==> src/hw/rtl/face_lightmap_extents_unit_defines.svh <==
// assertion macros for the face lightmap extents unit
`ifndef FACE_LIGHTMAP_EXTENTS_UNIT_DEFINES_SVH
`define FACE_LIGHTMAP_EXTENTS_UNIT_DEFINES_SVH

// same-cycle implication, checked on clk, quiet during rst
`define FLE_ASSERT_NOW(label, ante, cons, msg) \
  label: assert property (@(posedge clk) disable iff (rst) (ante) |-> (cons)) else $error(msg);

// next-cycle implication, checked on clk, quiet during rst
`define FLE_ASSERT_NEXT(label, ante, cons, msg) \
  label: assert property (@(posedge clk) disable iff (rst) (ante) |=> (cons)) else $error(msg);

`endif

==> src/hw/rtl/fle_pkg.sv <==
// shared types and constants of the face lightmap extents unit
package fle_pkg;

  localparam int COORD_W       = 24;
  localparam int AXIS_W        = 16;
  localparam int OFF_W         = 24;
  localparam int OFF_SHIFT     = 12;
  localparam int PROD_W        = COORD_W + AXIS_W;
  localparam int PROJ_W        = 44;
  localparam int FRAC_BITS     = 20;
  localparam int BLK_W         = 20;
  localparam int SIZE_W        = 7;
  localparam int IDX_W         = 4;
  localparam int CFG_W         = 24;
  localparam int IN_DATA_W     = 72;
  localparam int OUT_DATA_W    = 56;
  localparam int QUEUE_DEPTH   = 4;
  localparam int MAX_EXTENT_DEF = 64;
  localparam int STEP_LOG2_DEF = 4;

  localparam logic signed [AXIS_W-1:0] AXIS_ONE = AXIS_W'(4096);

  typedef enum logic [IDX_W-1:0] {
    REG_S_AXIS_X = 4'd0,
    REG_S_AXIS_Y = 4'd1,
    REG_S_AXIS_Z = 4'd2,
    REG_S_OFFSET = 4'd3,
    REG_T_AXIS_X = 4'd4,
    REG_T_AXIS_Y = 4'd5,
    REG_T_AXIS_Z = 4'd6,
    REG_T_OFFSET = 4'd7
  } reg_index_t;

  typedef struct packed {
    logic             valid;
    logic [IDX_W-1:0] index;
    logic [CFG_W-1:0] data;
  } cfg_wr_t;

  typedef struct packed {
    logic signed [PROJ_W-1:0] s;
    logic signed [PROJ_W-1:0] t;
    logic                     last;
  } proj_item_t;

  typedef struct packed {
    logic fin_valid;
    logic first_pending;
  } back_status_t;

endpackage

==> src/hw/rtl/fle_back.sv <==
// back end: running min and max per axis, block extents and result register
module fle_back #(
  parameter int MAX_EXTENT = fle_pkg::MAX_EXTENT_DEF,
  parameter int STEP_LOG2  = fle_pkg::STEP_LOG2_DEF
) (
  input  logic                clk,
  input  logic                rst,
  input  logic                q_valid,
  input  fle_pkg::proj_item_t q_item,
  output logic                q_pop,
  output logic                out_valid,
  input  logic                out_ready,
  output logic [fle_pkg::OUT_DATA_W-1:0] out_data,
  output logic                out_ok,
  output fle_pkg::back_status_t status
);
  import fle_pkg::*;

  localparam int SHIFT = FRAC_BITS + STEP_LOG2;

  typedef struct packed {
    logic [BLK_W-1:0]  blk;
    logic [SIZE_W-1:0] size;
    logic              ok;
  } axis_res_t;

  logic signed [PROJ_W-1:0] min_s, max_s, min_t, max_t;
  logic signed [PROJ_W-1:0] min_s_next, max_s_next, min_t_next, max_t_next;
  logic signed [PROJ_W-1:0] fin_min_s, fin_max_s, fin_min_t, fin_max_t;
  logic                     first_pending;
  logic                     fin_valid;
  logic                     out_free;
  logic                     fin_free;
  logic                     fin_take;
  axis_res_t                res_s;
  axis_res_t                res_t;

  function automatic axis_res_t axis_extent(input logic signed [PROJ_W-1:0] lo,
                                            input logic signed [PROJ_W-1:0] hi);
    logic signed [PROJ_W-1:0] fl;
    logic signed [PROJ_W-1:0] cl;
    logic signed [PROJ_W-1:0] ext;
    logic signed [PROJ_W-1:0] sz;
    axis_res_t r;
    fl  = lo >>> SHIFT;
    cl  = (hi >>> SHIFT) + $signed(PROJ_W'(|hi[SHIFT-1:0]));
    ext = cl - fl;
    r.ok = !(ext > $signed(PROJ_W'(MAX_EXTENT)));
    sz  = (r.ok ? ext : $signed(PROJ_W'(MAX_EXTENT))) + PROJ_W'(1);
    r.blk  = fl[BLK_W-1:0];
    r.size = sz[SIZE_W-1:0];
    return r;
  endfunction

  assign out_free = !out_valid || out_ready;
  assign fin_free = !fin_valid || out_free;
  assign fin_take = fin_valid && out_free;
  assign q_pop    = q_valid && (!q_item.last || fin_free);

  always_comb begin
    if (first_pending) begin
      min_s_next = q_item.s;
      max_s_next = q_item.s;
      min_t_next = q_item.t;
      max_t_next = q_item.t;
    end else begin
      min_s_next = (q_item.s < min_s) ? q_item.s : min_s;
      max_s_next = (q_item.s > max_s) ? q_item.s : max_s;
      min_t_next = (q_item.t < min_t) ? q_item.t : min_t;
      max_t_next = (q_item.t > max_t) ? q_item.t : max_t;
    end
  end

  // running extremes and finished polygon holding register
  always_ff @(posedge clk) begin
    if (rst) begin
      first_pending <= 1'b1;
      fin_valid     <= 1'b0;
      min_s         <= '0;
      max_s         <= '0;
      min_t         <= '0;
      max_t         <= '0;
    end else begin
      if (q_pop) begin
        min_s         <= min_s_next;
        max_s         <= max_s_next;
        min_t         <= min_t_next;
        max_t         <= max_t_next;
        first_pending <= q_item.last;
      end
      fin_valid <= (fin_valid && !fin_take) || (q_pop && q_item.last);
    end
  end

  always_ff @(posedge clk) begin
    if (q_pop && q_item.last) begin
      fin_min_s <= min_s_next;
      fin_max_s <= max_s_next;
      fin_min_t <= min_t_next;
      fin_max_t <= max_t_next;
    end
  end

  assign res_s = axis_extent(fin_min_s, fin_max_s);
  assign res_t = axis_extent(fin_min_t, fin_max_t);

  // output word register
  always_ff @(posedge clk) begin
    if (rst) begin
      out_valid <= 1'b0;
    end else if (fin_take) begin
      out_valid <= 1'b1;
    end else if (out_ready) begin
      out_valid <= 1'b0;
    end
  end

  always_ff @(posedge clk) begin
    if (fin_take) begin
      out_data <= OUT_DATA_W'({res_t.size, res_s.size, res_t.blk, res_s.blk});
      out_ok   <= res_s.ok && res_t.ok;
    end
  end

  assign status.fin_valid     = fin_valid;
  assign status.first_pending = first_pending;

endmodule

==> config.mk <==
export PLATFORM = sky130hd
export DESIGN_NAME = fle_back
export DESIGN_NICKNAME = d
export VERILOG_FILES = /design/src/hw/rtl/face_lightmap_extents_unit_defines.svh /design/src/hw/rtl/fle_pkg.sv /design/src/hw/rtl/fle_back.sv
export SDC_FILE = /design/constraint.sdc
export NUM_CORES = 1
export LEC_CHECK = 0
export BUFFER_PORTS_ARGS = -buffer_cell sky130_fd_sc_hd__buf_2
export CAP_MARGIN = 20
export CORE_ASPECT_RATIO = 1.4
export CORE_MARGIN = 3
export CORE_UTILIZATION = 40
export CTS_BUF_LIST = sky130_fd_sc_hd__clkbuf_16
export DETAILED_ROUTE_END_ITERATION = 7
export GPL_ROUTABILITY_DRIVEN = 0
export HOLD_SLACK_MARGIN = 0.02
export PLACE_DENSITY = 0.63
export SETUP_SLACK_MARGIN = 0.4
export SLEW_MARGIN = 10
export SYNTH_ARGS = -nofsm -noshare
export SYNTH_HDL_FRONTEND = slang
export SYNTH_SLANG_ARGS = --single-unit
==> constraint.sdc <==
create_clock -name clk -period 8 [get_ports clk]
set_clock_uncertainty 0.05 [all_clocks]
set_input_delay 2 -clock clk [delete_from_list [all_inputs] [get_ports clk]]
set_output_delay 2 -clock clk [all_outputs]
set_load 0.01 [all_outputs]
==> results.py <==
metrics = {
    "timing": {
        "finalSetupTns_ns": 0,
        "fin_crit_sh": 0.712,
        "finalSetupViolations": 0,
        "hold_violations": 0,
        "fmax_mhz": 175,
        "period_needed_ns": 5.70,
        "layout_setup_ws_ns": 2.30,
        "worst_pin_slew_ns": 1.07,
        "drv_slew": 0,
        "holdWs_ns": 0.399,
        "rsz0062_at_grt": "no",
        "maxSlewHeadroom": 0.287,
    },
    "placement": {
        "dp_hpwl_um": 37300,
        "dp.cells": 2932,
        "dpl_worst_slack_ns": 2.05,
        "port_buffers": 151,
    },
    "critical_path": {
        "critPathLaunchType": "flop",
        "reg2reg_slack_ns": 2.30,
        "r2r-start": "fin_max_s[1]",
        "worstPathMaxFanout": 6,
        "worstSetupStartpoint": "fin_max_s[1]",
        "worstPathRequired_ns": 8.24,
        "cp-endpoint": "out_data[46]",
        "end_kind": "flop",
        "rr_endpoint": "out_data[46]",
        "crit_arrival_ns": 5.94,
        "crit_type": "flop to flop",
        "reg2regPathDepth": 22,
    },
    "grt": {
        "grt_pass1_vias": 15900,
        "grt_max_degree": 102,
        "gr-total-overflow": 0,
        "antenna_found_initial": 10,
        "gr-usage-all-layers": 0.177,
        "grt_pass1_wl_um": 82500,
    },
    "clocking": {
        "cts-resized-gates": 0,
        "cts.sinks": 362,
        "htreeDepth": 2,
        "clk_pin_slew_ns": 0.07,
        "tritoncts": "built",
        "ctsHoldBuffers": 0,
        "postCtsSetupRepairBufs": 0,
        "cts_root_buf": "clkbuf_16",
        "clockBufferDepth": 3,
        "cts-buffers-inserted": 39,
        "clock_latency_ns": 0.53,
    },
    "synth": {
        "ys.flop_type": "edfxtp_1",
        "synth_common_cells": "ha_1 (258), inv_1 (241), nor2_1 (185)",
        "synth_edf_count": 183,
        "synth_top_family_by_area": "adder cells",
        "synthAdderAreaFrac": 0.152,
        "muxShareOfSynthArea": 0.120,
        "avgSynthCellArea_um2": 10.1,
        "synth_cell_types": 78,
        "yosys_warnings": 0,
        "synth_area_um2": 21500,
        "synth-seq-area-share": 0.421,
        "synth-compound-area-share": 0.122,
        "synth_xor_area_frac": 0.0102,
        "synth_top_area_share": 0.255,
        "synthSimpleGateAreaFrac": 0.114,
        "syn_inst": 2132,
        "yosysMostFrequentCell": "ha_1",
        "yosysTopAreaCell": "edfxtp_1",
        "synthTopCellsByArea": "edfxtp_1 (26%), dfxtp_1 (17%), ha_1 (15%)",
        "synth_async_sr_flop_share": 0,
        "ys_seq_elements": 362,
    },
    "route": {
        "first_iter_violations": 808,
        "ant_nets": 0,
        "vias": 15600,
        "wire_per_inst_um": 16.8,
        "via_per_inst": 5.20,
        "wl_um": 50500,
        "detail_route.first_pass.iterations": 5,
        "route.detailed.drc": 0,
    },
    "power": {
        "swShare": 0.283,
        "peakVddDrop_v": 0.000122,
        "p_leak_nw": 10.3,
        "internal_power_mw": 3.48,
        "pwr-share-comb": 0.207,
        "p_total_mw": 4.85,
        "clkPwrFrac": 0.353,
        "power_per_cell_area_nw_per_um2": 200,
        "switchingPower_mw": 1.37,
        "p_seq_frac": 0.441,
    },
    "die": {
        "floorplan.die_area_um2": 56700,
        "core_area_um2": 53200,
        "rows": 100,
        "start_util": 0.405,
        "io_pins": 154,
        "die_x_um": 202,
        "die_h_um": 281,
    },
    "min_path": {
        "hold_path_class": "flop to flop",
        "hold_start": "fin_min_t[35]",
    },
    "run": {
        "maxCapViolCount": 0,
    },
    "run_status": {
        "status": "finished, final reports clean",
    },
    "final_layout": {
        "syn_to_final_growth_pct": 12.6,
        "multi_input_area_um2": 11200,
        "fill_cells": 4973,
        "layoutNonFillerInstCount": 3007,
        "fin_nets": 2613,
        "area.sequential_um2": 9080,
        "final_layout_size_suffix_gt1_frac": 0.157,
    },
}
## worst max-delay path, stage by stage (launching register included)
cell and delay [ns]:
edfxtp_1 0.37, nor4_1 0.45, nand4_1 0.15, nor2_1 0.35, ha_1 0.18, inv_1 0.04
ha_1 0.23, fa_1 0.44, a21oi_1 0.22, o22ai_1 0.17, o311ai_2 0.44, nor2_1 0.10
o311a_1 0.34, nand4_1 0.16, a211oi_2 0.08, a2111oi_4 0.68, inv_2 0.11, and2_1 0.19
ha_1 0.21, and3_1 0.17, nand3_1 0.10, xor2_1 0.17, nand2_1 0.07
## cell type report
class                      instances  area share
multi-input combinational       1449       0.463
sequential                       362       0.374
clock buffer                      43      0.0444
timing repair buffer             166      0.0380
inverter                         242      0.0375
tap                              714      0.0368
clock inverter                    26     0.00511
antenna                            5    0.000516
## per-stage QoR
stage / util / cell area [µm²]
2_1_floorplan: - / 21500
3_3_place_gp: 0.432 / 23000
3_5_place_dp: 0.433 / 23000
4_1_cts: 0.455 / 24200
5_1_grt: 0.456 / 24200
6_report: 0.456 / 24200
## power by group through the flow
stage	Clock, mW	Combinational (mW)	Sequential [mW]
finish	1.71	1.00	2.14
global route	1.83	1.14	2.15
CTS	1.76	1.01	2.14
detailed placement	0	1.00	2.18
global placement	0	0.972	2.17
floorplan	0	0.735	2.16
## routing by layer
layer,vias up,part of all wire,track usage
li1,7885,-,-
met1,7427,0.43,0.217
met2,250,0.50,0.321
met3,78,0.041,0.0310
met4,8,0.021,0.0453
met5,-,0.0011,0
## cells in the final DEF (no fill, tap or decap), types with 18 or more instances in the layout
| cell | instances |
|---|---|
| nor2_1 | 182 |
| mux2_2 | 108 |
| clkbuf_16 | 43 |
| mux2i_1 | 136 |
| a21oi_1 | 119 |
| buf_2 | 150 |
| inv_1 | 249 |
| a21o_1 | 78 |
| nor3_1 | 23 |
| nand4_1 | 47 |
| nand2_1 | 151 |
| nand3_1 | 22 |
| ha_1 | 258 |
| edfxtp_1 | 183 |
| o21ai_0 | 57 |
| nand2b_1 | 18 |
| dfxtp_1 | 179 |
## worst min-delay path by stage
| stage | end | slack, ns | cells past startpoint |
|---|---|---|---|
| finish | out_data[31] | 0.40 | 0 |
| global route | out_data[31] | 0.41 | 0 |
| CTS | out_data[30] | 0.40 | 0 |
| detailed placement | out_data[30] | 0.39 | 0 |
| global placement | out_data[31] | 0.39 | 0 |
| floorplan | out_data[10] | 0.38 | 0 |
## cells by family after synthesis
| logic type | Yosys count |
|---|---|
| compound gates | 390 |
| buf+inv | 322 |
| fa+ha+maj | 260 |
| flops | 362 |
| mux | 244 |
| simple gates | 528 |
| xor+xnor | 25 |
| other cells | 1 |
Power figures use the tool's default switching activity.
