File: config.mk
export PLATFORM = sky130hd
export DESIGN_NAME = fle_queue
export DESIGN_NICKNAME = d
export VERILOG_FILES = /design/src/hw/rtl/face_lightmap_extents_unit_defines.svh /design/src/hw/rtl/fle_pkg.sv /design/src/hw/rtl/fle_queue.sv
export SDC_FILE = /design/constraint.sdc
export NUM_CORES = 1
export LEC_CHECK = 0
export BUFFER_PORTS_ARGS = -buffer_cell sky130_fd_sc_hd__buf_2
export CAP_MARGIN = 20
export CELL_PAD_IN_SITES_DETAIL_PLACEMENT = 1
export CELL_PAD_IN_SITES_GLOBAL_PLACEMENT = 2
export CORE_MARGIN = 1
export CORE_UTILIZATION = 48
export CTS_CLUSTER_SIZE = 25
export DETAILED_ROUTE_END_ITERATION = 6
export PLACE_DENSITY = 0.84
export SLEW_MARGIN = 20
export SYNTH_ARGS = -nofsm -noshare
export SYNTH_HDL_FRONTEND = slang
export SYNTH_SLANG_ARGS = --single-unit
File: constraint.sdc
create_clock -name clk -period 5.5 [get_ports clk]
set_input_delay 0.275 -clock clk [delete_from_list [all_inputs] [get_ports clk]]
set_output_delay 0.275 -clock clk [all_outputs]
set_load 0.02 [all_outputs]
File: src/hw/rtl/face_lightmap_extents_unit_defines.svh
// assertion macros for the face lightmap extents unit
`ifndef FACE_LIGHTMAP_EXTENTS_UNIT_DEFINES_SVH
`define FACE_LIGHTMAP_EXTENTS_UNIT_DEFINES_SVH

// same-cycle implication, checked on clk, quiet during rst
`define FLE_ASSERT_NOW(label, ante, cons, msg) \
  label: assert property (@(posedge clk) disable iff (rst) (ante) |-> (cons)) else $error(msg);

// next-cycle implication, checked on clk, quiet during rst
`define FLE_ASSERT_NEXT(label, ante, cons, msg) \
  label: assert property (@(posedge clk) disable iff (rst) (ante) |=> (cons)) else $error(msg);

`endif

File: src/hw/rtl/fle_pkg.sv
// shared types and constants of the face lightmap extents unit
package fle_pkg;

  localparam int COORD_W       = 24;
  localparam int AXIS_W        = 16;
  localparam int OFF_W         = 24;
  localparam int OFF_SHIFT     = 12;
  localparam int PROD_W        = COORD_W + AXIS_W;
  localparam int PROJ_W        = 44;
  localparam int FRAC_BITS     = 20;
  localparam int BLK_W         = 20;
  localparam int SIZE_W        = 7;
  localparam int IDX_W         = 4;
  localparam int CFG_W         = 24;
  localparam int IN_DATA_W     = 72;
  localparam int OUT_DATA_W    = 56;
  localparam int QUEUE_DEPTH   = 4;
  localparam int MAX_EXTENT_DEF = 64;
  localparam int STEP_LOG2_DEF = 4;

  localparam logic signed [AXIS_W-1:0] AXIS_ONE = AXIS_W'(4096);

  typedef enum logic [IDX_W-1:0] {
    REG_S_AXIS_X = 4'd0,
    REG_S_AXIS_Y = 4'd1,
    REG_S_AXIS_Z = 4'd2,
    REG_S_OFFSET = 4'd3,
    REG_T_AXIS_X = 4'd4,
    REG_T_AXIS_Y = 4'd5,
    REG_T_AXIS_Z = 4'd6,
    REG_T_OFFSET = 4'd7
  } reg_index_t;

  typedef struct packed {
    logic             valid;
    logic [IDX_W-1:0] index;
    logic [CFG_W-1:0] data;
  } cfg_wr_t;

  typedef struct packed {
    logic signed [PROJ_W-1:0] s;
    logic signed [PROJ_W-1:0] t;
    logic                     last;
  } proj_item_t;

  typedef struct packed {
    logic fin_valid;
    logic first_pending;
  } back_status_t;

endpackage

File: src/hw/rtl/fle_queue.sv
// short queue of projected vertices between front and back
module fle_queue #(
  parameter int DEPTH = fle_pkg::QUEUE_DEPTH
) (
  input  logic                clk,
  input  logic                rst,
  input  logic                push_valid,
  input  fle_pkg::proj_item_t push_item,
  output logic                push_ready,
  output logic                pop_valid,
  output fle_pkg::proj_item_t pop_item,
  input  logic                pop
);
  import fle_pkg::*;

  localparam int PTR_W = (DEPTH > 1) ? $clog2(DEPTH) : 1;
  localparam int CNT_W = $clog2(DEPTH + 1);

  proj_item_t       mem [DEPTH];
  logic [PTR_W-1:0] wr_ptr;
  logic [PTR_W-1:0] rd_ptr;
  logic [CNT_W-1:0] count;
  logic             do_push;
  logic             do_pop;

  assign push_ready = (count != CNT_W'(DEPTH));
  assign pop_valid  = (count != '0);
  assign pop_item   = mem[rd_ptr];
  assign do_push    = push_valid && push_ready;
  assign do_pop     = pop && pop_valid;

  always_ff @(posedge clk) begin
    if (do_push) mem[wr_ptr] <= push_item;
  end

  always_ff @(posedge clk) begin
    if (rst) begin
      wr_ptr <= '0;
      rd_ptr <= '0;
      count  <= '0;
    end else begin
      if (do_push) wr_ptr <= (wr_ptr == PTR_W'(DEPTH - 1)) ? '0 : wr_ptr + 1'b1;
      if (do_pop)  rd_ptr <= (rd_ptr == PTR_W'(DEPTH - 1)) ? '0 : rd_ptr + 1'b1;
      if (do_push && !do_pop)      count <= count + 1'b1;
      else if (do_pop && !do_push) count <= count - 1'b1;
    end
  end

endmodule

==> results.cfg, run 1 <==
[synth]
avgSynthCellArea_um2 = 25.9
synth_cells = 513
yosys.area.top_type = edfxtp_1
netlist_area_um2 = 13300
synth_ff_type = edfxtp_1
synth_cell_types = 26
ys_top_cells_by_area = edfxtp_1 (80%), mux4_2 (15%), dfxtp_1 (1.4%), ha_1 (0.56%), buf_2 (0.38%)
synth_edf_count = 356
synth-seq-area-share_pct = 81.8
yosysMostFrequentCell = edfxtp_1
syn-num-nets = 613
synth_common_cells = edfxtp_1 (356), mux4_2 (89), buf_2 (10)
synth_top_cell_area_share_pct = 80.4
synth_warnings = 0
async_reset_ff_share_pct = 0
ys_ff_latch = 365

[setup_path]
crit_path_max_incr_delay_ns = 0.98
path_class = reg2out
cp_slowest_cell = dfxtp_4
worstPathMaxFanout = 47
worstSetupStartpointType = flip-flop
endpoint_kind = output port
crit_arrival_ns = 2.86
crit_chain = buf_4, mux4_2, buf_2
required_ns = 5.22
r2r-start = count[0]

[drt]
drt-initial-drc-count = 411
firstDrtPassIters = 4
vias = 6447
wirelength_um = 27700
routedWlPerCell_um = 23.5
routed_via_density = 5.46
ant_nets = 0
drc_errors = 0

[timing]
slew_headroom_pct = 36.4
clock.fmax_ghz = 0.319
period_share_pct = 57.1
whs_ns = 0.0544
setup-violations-final = 0
tightest_slew_ns = 0.954
finalSetupTns_ns = 0
period_needed_ns = 3.14
rsz0062_at_grt = no
fin_skew_ns = 0.0107
final-hold-violation-count = 0
fin_ws_ns = 2.36
slew_viol_final = 0

[clocking]
postCtsSetupBuffers = 0
cts_hold_buf = 89
numCtsBuffers = 38
cts-root-buf = clkbuf_16
htree_num_levels = 2
ctsResizeCount = 0
cts_buffer_depth = 3
cts_tree = built
clk_latency_ns = 0.52
clock_sinks = 365
clk_pin_slew_ns = 0.06

[die]
ioPinCount = 184
die_y_um = 168
die_width_um = 168
die-area_um2 = 28400
core_um2 = 27000
initial_core_util_pct = 49.2
row_count = 60

[grt]
overflow = 0
grt_pass1_wl_um = 42100
grt_max_degree = 57
grt_antenna_before_repair = 2
grt_pass1_vias = 7432
grt_use_total_pct = 20.1

[layout]
finalNonFillerCells = 1180
final_nets = 910
syn2layout_area_growth_pct = 25.7
drive_above_1_share_pct = 40.3

[placement]
place.detailed.hpwl_um = 15900
place.gp.congestion = 0.682
port_buffers = 183
pre_cts_ws_ns = 2.79
dp_cells = 1022

[run]
maxCapViolCount = 0

[hold_path]
hp-class = in2reg
worstHoldStart = rst

[pwr]
finalPower_w = 0.00763
power_density_nw_per_um2 = 457
total_leakage_power_nw = 5.67
irDropWorstVdd_v = 0.000268

[outcome]
status = finished clean
report_power, final:
group,internal (W),switching [W],total (W)
clock,0.00151,0.000984,0.00250
sequential,0.00338,0.000161,0.00354
combinational,0.000679,0.000914,0.00159
total,0.00557,0.00206,0.00763
flip-flops by register name, indices dropped and copies added (netlist names), named ones only:
name	count
count	3
mem	356
rd_ptr	2
wr_ptr	2
critical path: cells and delay by family, from the launching register on:
family                 cells  cell delay, ns
muxes                      1            0.59
DFF                        1            0.98
buffers and inverters      2            0.73
cell usage in the layout, fill, tap and decap left out, drive strengths merged:
cell and instances:
a21oi 2, and2 1, and3 4, buf 190, bufinv 3, clkbuf 56
clkinv 9, dfxtp 9, diode 1, dlygate4sd3 89, edfxtp 356, fa 1
ha 6, inv 3, mux2i 3, mux4 89, nand2 1, nand2b 2
nand3 1, nor2 3, nor3 1, o21ai 1, o31ai 2, or3 3
or3b 1, xor2 2
through the flow:
| stage | instance area (um^2) | utilization (%) |
|---|---|---|
| 6_report | 16700 | 61.8 |
| 5_1_grt | 16700 | 61.8 |
| 4_1_cts | 16700 | 61.8 |
| 3_5_place_dp | 14600 | 54.0 |
| 3_3_place_gp | 14600 | 54.0 |
| 2_1_floorplan | 13300 | - |
path summary, 6_finish.rpt:
check | depth (start not counted) | slack [ns] | end
hold reg to reg | 2 | 0.51 | flip-flop
hold / removal | 2 | 0.05 | count[0]
setup reg to reg | 3 | 2.92 | mem[0][76]
setup / recovery | 3 | 2.36 | pop_item[14]
layout make-up:
class / instances / area (um^2)
Antenna cell: 1 / 2.50
Clock buffer: 56 / 1090
Clock inverter: 12 / 129
Fill cell: 2254 / 10300
Inverter: 3 / 11.3
Multi-Input combinational cell: 123 / 2300
Sequential cell: 365 / 10900
Tap cell: 341 / 427
Timing Repair Buffer: 279 / 1860
layer usage:
metal	global-route usage, %	vias up	wire length (um)
li1	-	2804	-
met1	23.6	3393	10700
met2	36.8	205	14900
met3	4.61	43	1640
met4	5.53	2	475
met5	0	-	13
cell families (layout without fill, tap and decap cells):
logic type / Yosys count / after routing / share of synthesized area (%)
AO/OA/AOI/OAI: 5 / 5 / 0.264
other: 0 / 1 / 0
adder cells (fa/ha/maj): 7 / 7 / 0.716
XOR/XNOR: 2 / 2 / 0.132
multiplexers: 92 / 92 / 15.3
buffers and inverters: 25 / 350 / 0.979
AND/OR/NAND/NOR: 17 / 17 / 0.800
flip-flops: 365 / 365 / 81.8
No activity file was read; power rests on OpenSTA's default activity.
==> run 2: changes to the inputs <==
- ABC_AREA: not set -> 1
- CORE_UTILIZATION: 48 -> 40
- PLACE_DENSITY: 0.84 -> 0.78
- clock period: 5.5 -> 3.2 ns (I/O delays scaled with it)
==> run 2 against run 1 <==
Flip-flop and latch count unchanged; power up 93%; critical path depth up 1.
==> results.cfg, run 2 <==
[outcome]
status = finished clean

[layout]
finalNonFillerCells = 1687
final_area_um2 = 17200
final_nets = 1308
most-common-layout-cells = edfxtp_1 (356), nor2_1 (191), buf_2 (183)
drive_above_1_share_pct = 21.0
final_common_cell = edfxtp_1
final_util_pct = 51.3
largest_reg_flops = 356
reg_top3 = mem: 356 flops, count: 3 flops
syn2layout_area_growth_pct = 26.1
largest_register = mem

[die]
die_y_um = 187
row_count = 67
die_width_um = 187
core_um2 = 33600
die-area_um2 = 34900
initial_core_util_pct = 40.7
ioPinCount = 184

[synth]
synth_common_cells = edfxtp_1 (356), nor2_1 (195), o21ai_0 (148)
ys_top_cells_by_area = edfxtp_1 (78%), o21ai_0 (5.4%), nor2_1 (5.4%), o22ai_1 (4.1%), dfxtp_1 (1.3%)
syn-num-nets = 1030
synth_ff_type = edfxtp_1
synth_cells = 930
synth_edf_count = 356
synth_warnings = 0
synth-seq-area-share_pct = 79.5
ys_ff_latch = 365
synth_top_cell_area_share_pct = 78.2
netlist_area_um2 = 13700
async_reset_ff_share_pct = 0
yosys.area.top_type = edfxtp_1
avgSynthCellArea_um2 = 14.7
synth_cell_types = 22
yosysMostFrequentCell = edfxtp_1

[timing]
slew_headroom_pct = 51.5
period_share_pct = 81.4
finalSetupTns_ns = 0
rsz0062_at_grt = no
clock.fmax_ghz = 0.384
period_needed_ns = 2.60
final-hold-violation-count = 0
fin_skew_ns = 0.0102
slew_viol_final = 0
tightest_slew_ns = 0.728
whs_ns = 0.362
setup-violations-final = 0

[placement]
port_buffers = 183
dp_cells = 1522
place.gp.congestion = 0.751
postPlaceCellArea_um2 = 15100
place.detailed.hpwl_um = 18300

[drt]
drc_errors = 0
ant_nets = 0
routedWlPerCell_um = 19.4
drt-initial-drc-count = 464
wirelength_um = 32700
firstDrtPassIters = 6
routed_via_density = 5.14
vias = 8668

[clocking]
numCtsBuffers = 40
cts_buffer_depth = 3
cts-root-buf = clkbuf_16
clk_pin_slew_ns = 0.06
clock_sinks = 365
clk_latency_ns = 0.51
cts_tree = built
postCtsSetupBuffers = 0
htree_num_levels = 2

[setup_path]
path_delay_family = flip-flops
required_ns = 3.04
worstPathMaxFanout = 63
crit_chain = buf_4, o21ai_0, o22ai_1, buf_2
critical_path_buf_inv_count = 2
r2r_slack_ns = 1.05
endpoint_kind = output port
crit_path_max_incr_delay_ns = 0.82
path_class = reg2out
worstSetupStartpointType = flip-flop
cp_slowest_cell = dfxtp_4
crit_arrival_ns = 2.44

[run]
maxCapViolCount = 0

[grt]
grt_pass1_vias = 9216
grt_antenna_before_repair = 4
grt_use_total_pct = 18.7
grt_pass1_wl_um = 50900
overflow = 0
grt_max_degree = 127

[pwr]
total_leakage_power_nw = 6.08
power_density_nw_per_um2 = 853
irDropWorstVdd_v = 0.000487

[hold_path]
hp-class = in2reg
[run 2: changes by cell type in the layout (fill, tap and decap cells not counted), moves of 4 or more]
cell / previous run / this run
inv_1: 3 / 14
clkinv_1: 5 / 10
buf_12: 0 / 9
nor2_4: 0 / 4
o21ai_1: 0 / 31
nor2_1: 3 / 191
o21ai_0: 1 / 148
and3_4: 4 / 0
o22ai_1: 0 / 89
mux4_2: 89 / 0
nand2_1: 1 / 14
[run 2: through the flow]
step | setup WS, ns | total power [W]
after floorplan | -0.455 | 0.00890
after global placement | 1.11 | 0.0104
after detailed placement | 1.04 | 0.0105
after CTS | 0.534 | 0.0149
after global routing | 0.414 | 0.0154
final | 0.596 | 0.0147
[run 2: per-layer routing]
metal | vias to the layer above | wire length [um] | track usage [%]
met3 | 45 | 1480 | 3.32
met1 | 4385 | 14600 | 24.3
met5 | - | 16 | 0
li1 | 4048 | - | -
met4 | 4 | 533 | 4.89
met2 | 186 | 16100 | 32.4
[run 2: final timing paths]
kind                   from            to  cells after the start
setup / recovery  flip-flop  pop_item[16]                      4
hold / removal          rst      count[0]                      3
setup reg to reg   count[1]      count[1]                      9
hold reg to reg   rd_ptr[1]     flip-flop                      2
[run 2: tightest hold or removal path: cells and delay by family]
family        cells  cell delay (ns)
simple gates      1             0.04
buf+inv           2             0.63
[run 2: timing repair]
action | 4_1_cts | 5_1_grt
hold buffers | 92 | 0
resized for setup | 0 | 0
hold endpoints to repair | 360 | 0
[run 2: cell type report]
cell class,instances,area (um^2)
Inverter,16,65.1
Clock inverter,16,124
Timing Repair Buffer,294,2090
Antenna cell,2,5.00
Fill cell,3355,16400
Tap cell,448,561
Clock buffer,55,1110
Multi-Input combinational cell,491,2410
Sequential cell,365,10900
[run 2: report_power, final]
| part | switching (W) | total, W | leakage, nW | internal [W] |
|---|---|---|---|---|
| logic | 0.00302 | 0.00433 | 2.14 | 0.00131 |
| registers | 0.000224 | 0.00605 | 3.34 | 0.00583 |
| clock network | 0.00175 | 0.00433 | 0.602 | 0.00258 |
[run 2: cell families after synthesis]
| group | synth area share (%) |
|---|---|
| XOR/XNOR | 0.0641 |
| AND/OR/NAND/NOR | 5.93 |
| flip-flops | 79.5 |
| buffers and inverters | 3.08 |
| AO/OA/AOI/OAI | 10.7 |
| adder cells (fa/ha/maj) | 0.696 |
